===== src/sv/mcd_pkg.sv =====
// shared types, character codes and morse tables for the morse text codec
`default_nettype none

package mcd_pkg;

    typedef struct packed {
        logic       action;
        logic [7:0] in_char;
        logic       end_of_line;
    } in_item_t;

    typedef struct packed {
        logic [7:0] out_char;
        logic       last_of_run;
    } out_item_t;

    // one run of output characters, as classified by the front end
    typedef struct packed {
        logic       is_text;
        logic       lead_space;
        logic [2:0] sym_count;
        logic [3:0] symbols;
        logic [7:0] letter;
    } cmd_t;

    typedef struct packed {
        logic full;
        logic empty;
    } q_stat_t;

    localparam int QUEUE_DEPTH = 2;
    localparam int PTR_W       = (QUEUE_DEPTH > 1) ? $clog2(QUEUE_DEPTH) : 1;
    localparam int COUNT_W     = $clog2(QUEUE_DEPTH + 1);

    localparam int LETTERS = 26;

    localparam logic       ACT_ENCODE  = 1'b0;
    localparam logic [2:0] MAX_SYMBOLS = 3'd4;
    localparam logic [2:0] OVERFLOW_LEN = 3'd5;

    localparam logic [7:0] CH_DOT      = 8'h2E;
    localparam logic [7:0] CH_DASH     = 8'h2D;
    localparam logic [7:0] CH_SPACE    = 8'h20;
    localparam logic [7:0] CH_QUEST    = 8'h3F;
    localparam logic [7:0] CH_UPPER_A  = 8'h41;
    localparam logic [7:0] CH_UPPER_Z  = 8'h5A;
    localparam logic [7:0] CH_LOWER_A  = 8'h61;
    localparam logic [7:0] CH_LOWER_Z  = 8'h7A;
    localparam logic [7:0] CASE_OFFSET = 8'h20;

    // symbol k of a code sits in bit k, 1 = dash
    localparam logic [2:0] CODE_LEN [LETTERS] = '{
        3'd2, 3'd4, 3'd4, 3'd3, 3'd1, 3'd4, 3'd3, 3'd4, 3'd2,
        3'd4, 3'd3, 3'd4, 3'd2, 3'd2, 3'd3, 3'd4, 3'd4, 3'd3,
        3'd3, 3'd1, 3'd3, 3'd4, 3'd3, 3'd4, 3'd4, 3'd4
    };

    localparam logic [3:0] CODE_BITS [LETTERS] = '{
        4'b0010, 4'b0001, 4'b0101, 4'b0001, 4'b0000, 4'b0100, 4'b0011, 4'b0000,
        4'b0000, 4'b1110, 4'b0101, 4'b0010, 4'b0011, 4'b0001, 4'b0111, 4'b0110,
        4'b1011, 4'b0010, 4'b0000, 4'b0001, 4'b0100, 4'b1000, 4'b0110, 4'b1001,
        4'b1101, 4'b0011
    };

    function automatic logic [7:0] decode_code(input logic [2:0] len,
                                               input logic [3:0] bits);
        logic [7:0] ch;
        ch = CH_QUEST;
        for (int k = 0; k < LETTERS; k++) begin
            if (CODE_LEN[k] == len && CODE_BITS[k] == bits) begin
                ch = CH_UPPER_A + 8'(k);
            end
        end
        return ch;
    endfunction

endpackage

`default_nettype wire


===== src/sv/mcd_front.sv =====
// front end: accepts characters, tracks line state, classifies them into output runs
`default_nettype none

module mcd_front (
    input  wire logic             clk,
    input  wire logic             rst_n,
    input  wire logic             item_valid,
    output logic                  item_stall,
    input  wire mcd_pkg::in_item_t item,
    input  wire mcd_pkg::q_stat_t q_stat,
    output logic                  push,
    output mcd_pkg::cmd_t         cmd
);
    import mcd_pkg::*;

    logic [3:0] sym_reg, sym_next;
    logic [2:0] len_reg, len_next;
    logic       emitted_reg, emitted_next;

    logic       accept;
    logic       hit;
    logic       flush;
    logic [7:0] ch_up;
    logic [4:0] idx;
    logic [3:0] psym;
    logic [2:0] plen;

    assign item_stall = q_stat.full;
    assign accept     = item_valid && !q_stat.full;

    always_comb
    begin
        sym_next     = sym_reg;
        len_next     = len_reg;
        emitted_next = emitted_reg;
        hit          = 1'b0;
        flush        = 1'b0;
        cmd          = '0;
        ch_up        = item.in_char;
        idx          = '0;
        psym         = sym_reg;
        plen         = len_reg;

        if (item.action == ACT_ENCODE)
        begin
            if (item.in_char >= CH_LOWER_A && item.in_char <= CH_LOWER_Z)
            begin
                ch_up = item.in_char - CASE_OFFSET;
            end
            if (ch_up >= CH_UPPER_A && ch_up <= CH_UPPER_Z)
            begin
                idx            = 5'(ch_up - CH_UPPER_A);
                hit            = 1'b1;
                cmd.is_text    = 1'b0;
                cmd.lead_space = emitted_reg;
                cmd.sym_count  = CODE_LEN[idx];
                cmd.symbols    = CODE_BITS[idx];
                emitted_next   = 1'b1;
            end
        end
        else
        begin
            if (item.in_char == CH_DOT || item.in_char == CH_DASH)
            begin
                if (plen < MAX_SYMBOLS)
                begin
                    if (item.in_char == CH_DASH)
                    begin
                        psym = psym | (4'b0001 << plen[1:0]);
                    end
                    plen = plen + 3'd1;
                end
                else
                begin
                    plen = OVERFLOW_LEN;
                end
            end
            flush = (item.in_char == CH_SPACE) || item.end_of_line;
            if (flush && plen != 3'd0)
            begin
                hit         = 1'b1;
                cmd.is_text = 1'b1;
                cmd.letter  = decode_code(plen, psym);
                plen        = '0;
                psym        = '0;
            end
            sym_next = psym;
            len_next = plen;
        end

        if (item.end_of_line)
        begin
            sym_next     = '0;
            len_next     = '0;
            emitted_next = 1'b0;
        end
    end

    assign push = accept && hit;

    always_ff @(posedge clk or negedge rst_n)
    begin
        if (!rst_n)
        begin
            sym_reg     <= '0;
            len_reg     <= '0;
            emitted_reg <= 1'b0;
        end
        else if (accept)
        begin
            sym_reg     <= sym_next;
            len_reg     <= len_next;
            emitted_reg <= emitted_next;
        end
    end

endmodule

`default_nettype wire


===== src/sv/mcd_queue.sv =====
// short command queue between the front end and the character generator
`default_nettype none

module mcd_queue (
    input  wire logic          clk,
    input  wire logic          rst_n,
    input  wire logic          push,
    input  wire mcd_pkg::cmd_t cmd,
    input  wire logic          pop,
    output mcd_pkg::q_stat_t   q_stat,
    output mcd_pkg::cmd_t      head
);
    import mcd_pkg::*;

    cmd_t               entries [QUEUE_DEPTH];
    logic [PTR_W-1:0]   wr_ptr_reg, wr_ptr_next;
    logic [PTR_W-1:0]   rd_ptr_reg, rd_ptr_next;
    logic [COUNT_W-1:0] count_reg, count_next;
    logic               do_push;
    logic               do_pop;

    assign q_stat.full  = (count_reg == COUNT_W'(QUEUE_DEPTH));
    assign q_stat.empty = (count_reg == '0);
    assign do_push      = push && !q_stat.full;
    assign do_pop       = pop && !q_stat.empty;
    assign head         = entries[rd_ptr_reg];

    always_comb
    begin
        wr_ptr_next = wr_ptr_reg;
        rd_ptr_next = rd_ptr_reg;
        count_next  = count_reg;
        if (do_push)
        begin
            wr_ptr_next = (wr_ptr_reg == PTR_W'(QUEUE_DEPTH - 1)) ? '0 : wr_ptr_reg + 1'b1;
        end
        if (do_pop)
        begin
            rd_ptr_next = (rd_ptr_reg == PTR_W'(QUEUE_DEPTH - 1)) ? '0 : rd_ptr_reg + 1'b1;
        end
        if (do_push && !do_pop)
        begin
            count_next = count_reg + 1'b1;
        end
        else if (do_pop && !do_push)
        begin
            count_next = count_reg - 1'b1;
        end
    end

    always_ff @(posedge clk)
    begin
        if (do_push)
        begin
            entries[wr_ptr_reg] <= cmd;
        end
    end

    always_ff @(posedge clk or negedge rst_n)
    begin
        if (!rst_n)
        begin
            wr_ptr_reg <= '0;
            rd_ptr_reg <= '0;
            count_reg  <= '0;
        end
        else
        begin
            wr_ptr_reg <= wr_ptr_next;
            rd_ptr_reg <= rd_ptr_next;
            count_reg  <= count_next;
        end
    end

endmodule

`default_nettype wire


===== src/sv/mcd_back.sv =====
// back end: expands queued runs into characters, one beat per unstalled cycle
`default_nettype none

module mcd_back (
    input  wire logic             clk,
    input  wire logic             rst_n,
    input  wire mcd_pkg::q_stat_t q_stat,
    input  wire mcd_pkg::cmd_t    head,
    output logic                  pop,
    output logic                  result_valid,
    input  wire logic             result_stall,
    output mcd_pkg::out_item_t    result
);
    import mcd_pkg::*;

    cmd_t       cur_reg;
    logic       busy_reg;
    logic       space_reg;
    logic [1:0] idx_reg;
    logic       out_valid_reg;
    out_item_t  out_reg;

    logic       out_free;
    logic       gen;
    logic       load;
    logic [7:0] gen_char;
    logic       gen_last;

    assign out_free = !out_valid_reg || !result_stall;
    assign gen      = busy_reg && out_free;

    always_comb
    begin
        if (cur_reg.is_text)
        begin
            gen_char = cur_reg.letter;
            gen_last = 1'b1;
        end
        else if (space_reg)
        begin
            gen_char = CH_SPACE;
            gen_last = 1'b0;
        end
        else
        begin
            gen_char = cur_reg.symbols[idx_reg] ? CH_DASH : CH_DOT;
            gen_last = (({1'b0, idx_reg} + 3'd1) == cur_reg.sym_count);
        end
    end

    // next run is picked up in the cycle the current one hands off its last beat
    assign load = !busy_reg || (gen && gen_last);
    assign pop  = load && !q_stat.empty;

    always_ff @(posedge clk)
    begin
        if (gen)
        begin
            out_reg.out_char    <= gen_char;
            out_reg.last_of_run <= gen_last;
        end
        if (pop)
        begin
            cur_reg <= head;
        end
    end

    always_ff @(posedge clk or negedge rst_n)
    begin
        if (!rst_n)
        begin
            out_valid_reg <= 1'b0;
            busy_reg      <= 1'b0;
            space_reg     <= 1'b0;
            idx_reg       <= '0;
        end
        else
        begin
            if (gen)
            begin
                out_valid_reg <= 1'b1;
            end
            else if (out_valid_reg && !result_stall)
            begin
                out_valid_reg <= 1'b0;
            end

            if (pop)
            begin
                busy_reg  <= 1'b1;
                space_reg <= head.lead_space;
                idx_reg   <= '0;
            end
            else if (gen)
            begin
                if (gen_last)
                begin
                    busy_reg <= 1'b0;
                end
                else if (space_reg)
                begin
                    space_reg <= 1'b0;
                end
                else
                begin
                    idx_reg <= idx_reg + 2'd1;
                end
            end
        end
    end

    assign result_valid = out_valid_reg;
    assign result       = out_reg;

endmodule

`default_nettype wire


===== src/sv/morse_text_codec.sv =====
// morse text codec top level: front end, command queue and character generator
//
// input channel (item_valid / item_stall / item): one ascii character per beat
// with an action bit (0 encode a letter, 1 decode a '.' or '-' symbol) and an
// end-of-line mark that clears the line state, flushing a pending code on decode.
// output channel (result_valid / result_stall / result): one character per beat;
// last_of_run is set on the final character caused by an input beat. input
// beats that cause nothing produce no output beat.
// the first character of a run passes the command queue, the generator's run
// register and the output register. the character generator sends one
// character per cycle while the receiver does not stall, so an encoded letter
// gives up to five characters (space and four symbols) and a decoded letter one.
// the front end takes a beat every cycle while the two-entry queue has room.
// reset clears the line state, the queue and the output register.
// when the receiver stalls, the output beat holds; the generator and then the
// queue fill, and item_stall rises once the queue is full.
`default_nettype none

module morse_text_codec (
    input  wire logic              clk,
    input  wire logic              rst_n,
    input  wire logic              item_valid,
    output logic                   item_stall,
    input  wire mcd_pkg::in_item_t item,
    output logic                   result_valid,
    input  wire logic              result_stall,
    output mcd_pkg::out_item_t     result
);
    import mcd_pkg::*;

    q_stat_t q_stat;
    cmd_t    cmd;
    cmd_t    head;
    logic    push;
    logic    pop;

    mcd_front u_front (
        .clk        (clk),
        .rst_n      (rst_n),
        .item_valid (item_valid),
        .item_stall (item_stall),
        .item       (item),
        .q_stat     (q_stat),
        .push       (push),
        .cmd        (cmd)
    );

    mcd_queue u_queue (
        .clk    (clk),
        .rst_n  (rst_n),
        .push   (push),
        .cmd    (cmd),
        .pop    (pop),
        .q_stat (q_stat),
        .head   (head)
    );

    mcd_back u_back (
        .clk          (clk),
        .rst_n        (rst_n),
        .q_stat       (q_stat),
        .head         (head),
        .pop          (pop),
        .result_valid (result_valid),
        .result_stall (result_stall),
        .result       (result)
    );

    // a taken beat that is not the end of its run is followed at once by the next
    a_run_continues: assert property (@(posedge clk) disable iff (!rst_n)
        result_valid && !result_stall && !result.last_of_run |=> result_valid)
        else $error("run broken before its last character");

    // a separating space never ends a run
    a_space_not_last: assert property (@(posedge clk) disable iff (!rst_n)
        result_valid && result.out_char == CH_SPACE |-> !result.last_of_run)
        else $error("space marked as last of run");

    // only morse symbols, spaces, letters or the unknown mark leave the block
    a_char_legal: assert property (@(posedge clk) disable iff (!rst_n)
        result_valid |-> (result.out_char == CH_DOT || result.out_char == CH_DASH
            || result.out_char == CH_SPACE || result.out_char == CH_QUEST
            || (result.out_char >= CH_UPPER_A && result.out_char <= CH_UPPER_Z)))
        else $error("illegal output character");

    // the front end never pushes into a full queue
    a_no_push_when_full: assert property (@(posedge clk) disable iff (!rst_n)
        q_stat.full |-> !push)
        else $error("command pushed into a full queue");

endmodule

`default_nettype wire


===== config.mk =====
export PLATFORM = sky130hd
export DESIGN_NAME = morse_text_codec
export DESIGN_NICKNAME = d
export VERILOG_FILES = /design/src/sv/mcd_pkg.sv /design/src/sv/mcd_front.sv /design/src/sv/mcd_queue.sv /design/src/sv/mcd_back.sv /design/src/sv/morse_text_codec.sv
export SDC_FILE = /design/constraint.sdc
export NUM_CORES = 1
export LEC_CHECK = 0
export BUFFER_PORTS_ARGS = -buffer_cell sky130_fd_sc_hd__buf_2
export CAP_MARGIN = 20
export CORE_MARGIN = 2
export CORE_UTILIZATION = 45
export CTS_CLUSTER_DIAMETER = 40
export CTS_CLUSTER_SIZE = 10
export DETAILED_ROUTE_END_ITERATION = 10
export PLACE_DENSITY = 0.73
export SLEW_MARGIN = 20
export SYNTH_ARGS = -nofsm -noshare
export SYNTH_HDL_FRONTEND = slang
export SYNTH_SLANG_ARGS = --single-unit

===== constraint.sdc =====
create_clock -name clk -period 2.6 [get_ports clk]
set_input_delay 0.52 -clock clk [delete_from_list [all_inputs] [get_ports clk]]
set_output_delay 0.52 -clock clk [all_outputs]
set_load 0.01 [all_outputs]

# ---- Yosys cells after proc, flatten, opt, wreduce, memory -nomap -nowiden
# Memories as Yosys holds them, arrays and structs flattened.
# Cells that the tools add are included.
dict set report op_classes {
  n_bitwise 2
  n_addsub 9
  n_reduce_logical 64
  order_cmp 7
  shifts 1
  n_eq_ne 24
  mux 81
}
# op count
set ops {}
lappend ops {{7-bit 2-to-1 mux} 26}
lappend ops {{8-bit 2-to-1 mux} 8}
lappend ops {{1-bit logical AND} 39}
lappend ops {{4-bit 2-to-1 mux} 9}
lappend ops {{8-bit by 6-bit == test with 1-bit output (second input constant)} 3}
lappend ops {{3-bit 2-to-1 mux} 8}
lappend ops {{1-bit 2-to-1 mux} 22}
lappend ops {{4-bit == test (first input constant)} 5}
lappend ops {{3-bit by 4-bit == test with 1-bit output (first input constant)} 4}
lappend ops {{8-bit by 7-bit greater-or-equal comparator with 1-bit output (second input constant)} 2}
lappend ops {{8-bit by 7-bit less-or-equal comparator with 1-bit output (second input constant)} 2}
lappend ops {{2-bit 2-to-1 mux} 7}
lappend ops {{2-bit nonzero test} 6}
lappend ops {{2-bit by 4-bit == test with 1-bit output (first input constant)} 2}
lappend ops {{8-bit by 6-bit subtractor with 8-bit output (second input constant)} 1}
lappend ops {{1-bit logical NOT} 7}
lappend ops {{2-bit by 3-bit == test with 1-bit output (first input constant)} 2}
lappend ops {{6-bit greater-or-equal comparator (second input constant)} 1}
lappend ops {{2-bit != test (second input constant)} 3}
lappend ops {{5-bit NOT with 6-bit output} 1}
lappend ops {{2-bit AND reduction} 3}
lappend ops {{3-bit AND reduction} 2}
lappend ops {{5-bit by 1-bit subtractor with 5-bit output (second input constant)} 1}
lappend ops {{2-bit by 1-bit adder with 2-bit output (second input constant)} 2}
lappend ops {{other kinds (18)} 22}
dict set report totals {
  mem_count 3
  rom_bits 224
  register_bits 42
  mem_bits_rw 34
  input_bits 14
}
# name words word_bits read_ports rd_ports_with_merged_regs write_ports line_no
set memory_table {}
lappend memory_table {{(no name shown)} 32 4 1 0 0 mcd_front.sv:57} ;# cmd.symbols = CODE_BITS[idx];
lappend memory_table {{(no name shown)} 32 3 1 0 0 mcd_front.sv:56} ;# cmd.sym_count = CODE_LEN[idx];
lappend memory_table {u_queue.entries 2 17 1 0 1 mcd_queue.sv:15} ;# cmd_t entries [QUEUE_DEPTH];

# ---- Longest topological paths before layout
dict set report depth {
  ltp_word 36
  ltp_mapped 12
  mapped_depth_nobuf 11
}

# ---- By module
# Synthesis repeated with hierarchy kept, for this count alone.
dict set report unflattened {
  cells_unflattened 411
  area_unflattened_um2 4571.9
}
# mod seq_area_each_um2 cells_per_inst area_per_inst_um2 instances
set by_module_without_submodules {}
lappend by_module_without_submodules {mcd_front 200.2 272 1923.1 1}
lappend by_module_without_submodules {mcd_queue 1121.1 72 1473.9 1}
lappend by_module_without_submodules {mcd_back 875.8 67 1174.9 1}

# ---- Least setup slack after synthesis
# Ideal clock, no wire load.
dict set report synth_timing {
  path_type {input port to flip-flop}
  startpoint {input port item[1] (netlist name)}
  endpoint {memory u_queue.entries[0][0] (netlist name) (enable)}
  setup_ns 0.390
  setup_slack_ns -0.467
  stages 7
  t_arrival_ns 2.677
  path_cell_list {inv_1 > ha_1 > inv_1 > a221o_1 > a31oi_1 > o21a_1 > nor2b_1}
}
dict set report synth_via {
  elab_chain_cells 12
  word_cells_on_any_way 25
  classes_between {add/sub: 1; order compare: 4; eq/ne: 3; mux: 9; reduce/logical: 8}
}
# element line_no
set synth_rtl {}
lappend synth_rtl {{start, declared} morse_text_codec.sv:24} ;# input wire mcd_pkg::in_item_t item,
lappend synth_rtl {{8-bit by 7-bit greater-or-equal comparator with 1-bit output, or another cell as far along} mcd_front.sv:46} ;# if (item.in_char >= CH_LOWER_A && item.in_char <= CH_LOWER_Z)
lappend synth_rtl {{1-bit logical AND or 1-bit logical OR (tied branches)} {mcd_front.sv:46, mcd_front.sv:63}}
lappend synth_rtl {{8-bit 2-to-1 mux or 3-bit 2-to-1 mux (tied branches)} {mcd_front.sv:46, mcd_front.sv:63}}
lappend synth_rtl {{8-bit 2-to-1 mux or 3-bit 2-to-1 mux (tied branches)} mcd_front.sv:44} ;# if (item.action == ACT_ENCODE)
lappend synth_rtl {{8-bit by 7-bit greater-or-equal comparator with 1-bit output, or another cell as far along} mcd_front.sv:50} ;# if (ch_up >= CH_UPPER_A && ch_up <= CH_UPPER_Z)
lappend synth_rtl {{1-bit logical AND (on tied branches)} {mcd_front.sv:50, mcd_front.sv:79}}
lappend synth_rtl {{1-bit 2-to-1 mux (on tied branches)} {mcd_front.sv:50, mcd_front.sv:79}}
lappend synth_rtl {{1-bit 2-to-1 mux (*)} mcd_front.sv:44}
lappend synth_rtl {{1-bit logical AND (*)} mcd_front.sv:99} ;# assign push = accept && hit;
lappend synth_rtl {{1-bit logical AND (*)} mcd_queue.sv:24} ;# assign do_push = push && !q_stat.full;
lappend synth_rtl {{net u_queue.do_push} mcd_queue.sv:19} ;# logic do_push;
lappend synth_rtl {{1-bit 2-to-1 mux (*)} mcd_queue.sv:53} ;# if (do_push)
lappend synth_rtl {{1-bit 2-to-1 mux (not written as such) (*)} mcd_queue.sv:55} ;# entries[wr_ptr_reg] <= cmd;
lappend synth_rtl {{end, declared} mcd_queue.sv:15}
# Mark *: on every way through the listed nets, which the timed path passes. The rest lies on a longest branch. The select of a mux whose other input is x is not followed.

==> run summary <==
At the pin with the least slew margin, the transition time is around 0.7 ns. STA puts the critical path data arrival time at between 2 and 3 ns. 0 antenna diodes ended up in the layout.

The total number of placement rows came out at 35. The final instance area is ~5200 µm². The total of fill cells in the finished design came out at between 700 and 800. The weighted congestion reported at the end of routability-driven placement is around 0.92. The worst hold path class is in2async. The run finished with clean final reports. Setup repair after global routing left no endpoint under its margin. The depth of the worst register-to-register path is 10. The worst register-to-register path ends at u_queue.entries[1][1]$_DFFE_PP_. In the global route stage, overall resource usage came out at 0.190.

The detailed route wirelength on metal3 is between 300 and 400 µm. The die covers ~10000 µm². The residual DRC count is 0. The vertical die dimension is a little over 100 µm.

The clock slew at the register clock pins of the worst setup and hold paths came out at around 0.08 ns. The share of the Yosys chip area taken by registers is 0.491. The initial utilization of the core area, before any placement, comes to 0.460. The met2 wire length is 4510 µm. The total area inside the core boundary comes to 9200 µm². The global-route wire length before repair came out at roughly 15000 µm.

The cell area after placement came out at around 5000 µm². The post-synth net total came out at around 410. The shortest clock period the worst path allows after layout is approximately 2.4 ns. Walking the worst path, the cells encountered are inv_1, ha_4, nor4bb_1, nand4_1, nand2_2, buf_4, nand2_1, a311oi_2, nor4_1, buf_4. The synthesized design contains 55 enable-type register cells. The highest cell delay on the worst timing path is approximately 0.44 ns.

The via count of the first global-routing pass is between 3000 and 4000. The final design utilization is 0.567. The slowest stage cell on the critical path is dfrtp_2.

In the synthesized netlist the async set-or-reset flop fraction comes to 0.236. The worst supply voltage drop on vdd is between 0.3 and 0.4 mV. The total number of nets in the final design came out at approximately 510. The via-per-instance ratio is between 5 and 6.

The synthesized design contains between 70 and 80 register bits. The register with the most flip-flops in the layout has 32 of them. In the final routed layout, each cell accounts on average for approximately 16 µm. The count of pins over their slew limit came out at 0. The maximum clock insertion buffer count is 2. The critical path is of the reg2reg type.

The critical path endpoint category is a flip-flop. STA classifies the critical path startpoint as a flip-flop. The most frequent cell on the critical path is buf_4. The maximum net fanout on the critical path is 5. The total overflow reported by the global router came out at 0. The remaining antenna violation count is 0. The register-to-register setup slack came out at between 0.15 and 0.2 ns. The pre-CTS setup slack came out at -0.278 ns.

In the final layout, the share of cells above drive strength 1 is 0.342. The clock skew is ~0.013 ns. On the critical path the largest part of the delay comes from simple AND/OR/NAND/NOR gates.

A synthesized cell averages 11.0 µm². The quantity of I/O buffers inserted on ports came out at 23. Across all setup checks in the final design, the least slack found is between 0.15 and 0.2 ns. In this run the tightest slew margin relative to its limit is 0.525. The tree is rooted in a clkbuf_8.

The met1 wire length came out at about 4300 µm. The number of clock sinks is 72. The wire-length estimate of the detail-placed layout is between 7000 and 8000 µm. The number of endpoints with negative hold slack in the final report came out at 0.

TritonCTS built the clock tree. The distinct cell type count after synthesis came out at 73. The worst register-to-register path begins at u_front.len_reg[1]$_DFFE_PN0P_. The iteration count of the initial detailed-routing pass is 4. The later pin in the worst-skew pair is clocked with a latency of approximately 0.34 ns. The signed area change from the synthesized netlist to the final layout is 23.2%.

The detailed router used layers up to and including met4. Among all flip-flop cells after synthesis, the most frequent one is edfxtp_1. The number of CTS-inserted buffers came out at 9.

The peak clock frequency supported by timing is about 410 MHz. The final critical-path share of the clock period came out at 0.942. The worst endpoint required time is around 2.7 ns. For this run, the number of Yosys warnings is 0.

The DRC marker count from the first detailed-route iteration is 186. The final wirelength came out at 9250 µm. The power density over the cells is 628 nW/µm². The tool flagged a number of max-cap violations equal to 0.

The pin count of the biggest net entering global routing is 22. The leakage power total is 2.13 nW. The via count of the routed design came out at roughly 3400. The number of antenna violations at the first check in global routing is 0.

In this run the horizontal extent of the chip is 101 µm. The worst path buffer plus inverter count came out at 3. The number of H-tree levels is 3.

The setup-violating endpoint count in the final report is 0. The total standard cell area after synthesis came out at ~4200 µm². The top-level I/O count came out at 25. The synthesized instance count came out at 385.
==> worst reg2reg max path, stage by stage (launching register included) <==
cell and delay, ns:
dfrtp_2 0.44, inv_1 0.12, ha_4 0.23, nor4bb_1 0.26, nand4_1 0.23, nand2_2 0.19, buf_4 0.13, nand2_1 0.10
a311oi_2 0.28, nor4_1 0.08, buf_4 0.14
==> cells in the final DEF (no fill, tap or decap), types with 6 or more instances in the layout <==
cell,synthesis,routed
and3_1,6,6
xor2_1,6,6
clkbuf_8,0,10
mux2_2,15,15
buf_4,1,76
ha_1,15,14
dfrtp_1,17,16
edfxtp_1,55,55
nand3_1,8,8
nand2_1,31,31
buf_2,2,23
inv_1,13,13
nor3_1,8,8
nor2_1,21,21
xnor2_1,8,8
a21oi_1,19,18
o21ai_0,26,25
==> logic make-up after synthesis <==
family                     count (synthesis)  share of synthesized area
AOI/OAI and AO/OA                        113                      0.192
adders and majority gates                 15                     0.0443
buffers and inverters                     32                     0.0369
muxes                                     20                     0.0547
other                                      1                   0.000886
xor gates and xnor gates                  14                     0.0290
DFF                                       72                      0.491
and+or+nand+nor                          118                      0.151
==> metrics by stage <==
step / std cells / TNS, ns / power, mW / hold WS, ns
final: 593 / 0 / 3.28 / 0.0856
after global routing: 593 / 0 / 3.46 / 0.107
after detailed placement: 576 / -3.72 / 2.54 / 0.463
after CTS: 592 / 0 / 3.29 / 0.0888
after global placement: 576 / -2.77 / 2.50 / 0.458
after floorplan: 385 / -0.0142 / 2.26 / 0.224
==> report_power, final <==
group / switching [mW] / internal [mW] / leakage, nW
Combinational: 0.420 / 0.403 / 1.30
Clock: 0.380 / 0.368 / 0.0861
Sequential: 0.172 / 1.53 / 0.744
Total: 0.972 / 2.30 / 2.13
==> Yosys cell counts, types with 5 or more instances <==
cell / n / area [µm²]
a21oi_1: 19 / 95.1
a22oi_1: 5 / 37.5
and2_1: 5 / 31.3
and3_1: 6 / 37.5
clkbuf_1: 9 / 33.8
dfrtp_1: 17 / 425
edfxtp_1: 55 / 1650
ha_1: 15 / 188
inv_1: 13 / 48.8
mux2_2: 15 / 169
nand2_1: 31 / 116
nand3_1: 8 / 40.0
nand4_1: 5 / 31.3
nor2_1: 21 / 78.8
nor2b_1: 6 / 37.5
nor3_1: 8 / 40.0
nor4_1: 6 / 37.5
o21ai_0: 26 / 130
o21ai_1: 5 / 25.0
xnor2_1: 8 / 70.1
xor2_1: 6 / 52.6
==> how the worst max path moves through the flow <==
stage | start | endpoint | slack [ns] | depth (start not counted)
after floorplan | item[2] | u_queue.entries[0][6]$_DFFE_PP_ | -0.007 | 9
after global placement | item[2] | u_queue.entries[0][2]$_DFFE_PP_ | -0.28 | 13
after detailed placement | item[2] | u_queue.entries[1][2]$_DFFE_PP_ | -0.28 | 13
after CTS | u_front.len_reg[0]$_DFFE_PN0P_ | u_queue.entries[1][1]$_DFFE_PP_ | 0.05 | 10
after global routing | u_front.len_reg[0]$_DFFE_PN0P_ | u_queue.entries[0][4]$_DFFE_PP_ | 0.01 | 10
final | u_front.len_reg[1]$_DFFE_PN0P_ | u_queue.entries[1][1]$_DFFE_PP_ | 0.15 | 10
==> area by class of cell <==
| class | count | area, µm² | area share |
|---|---|---|---|
| Sequential cell | 72 | 2080 | 0.398 |
| Multi-Input combinational cell | 281 | 2080 | 0.398 |
| Timing Repair Buffer | 100 | 706 | 0.135 |
| Clock buffer | 12 | 145 | 0.0278 |
| Tap cell | 111 | 139 | 0.0266 |
| Inverter | 13 | 48.8 | 0.00935 |
| Clock inverter | 4 | 22.5 | 0.00432 |
==> what timing repair did <==
action	in CTS	in global routing
gates resized for setup	1	9
endpoints found under the setup margin	2	15
setup buffers	0	1
hold buffers	0	0
pin swaps	0	3
==> routing by layer <==
layer,up-vias,track usage
li1,1658,-
met1,1600,0.255
met2,86,0.316
met3,14,0.0250
met4,0,0.0655
met5,-,0
No activity file was read; power rests on OpenSTA's default activity.
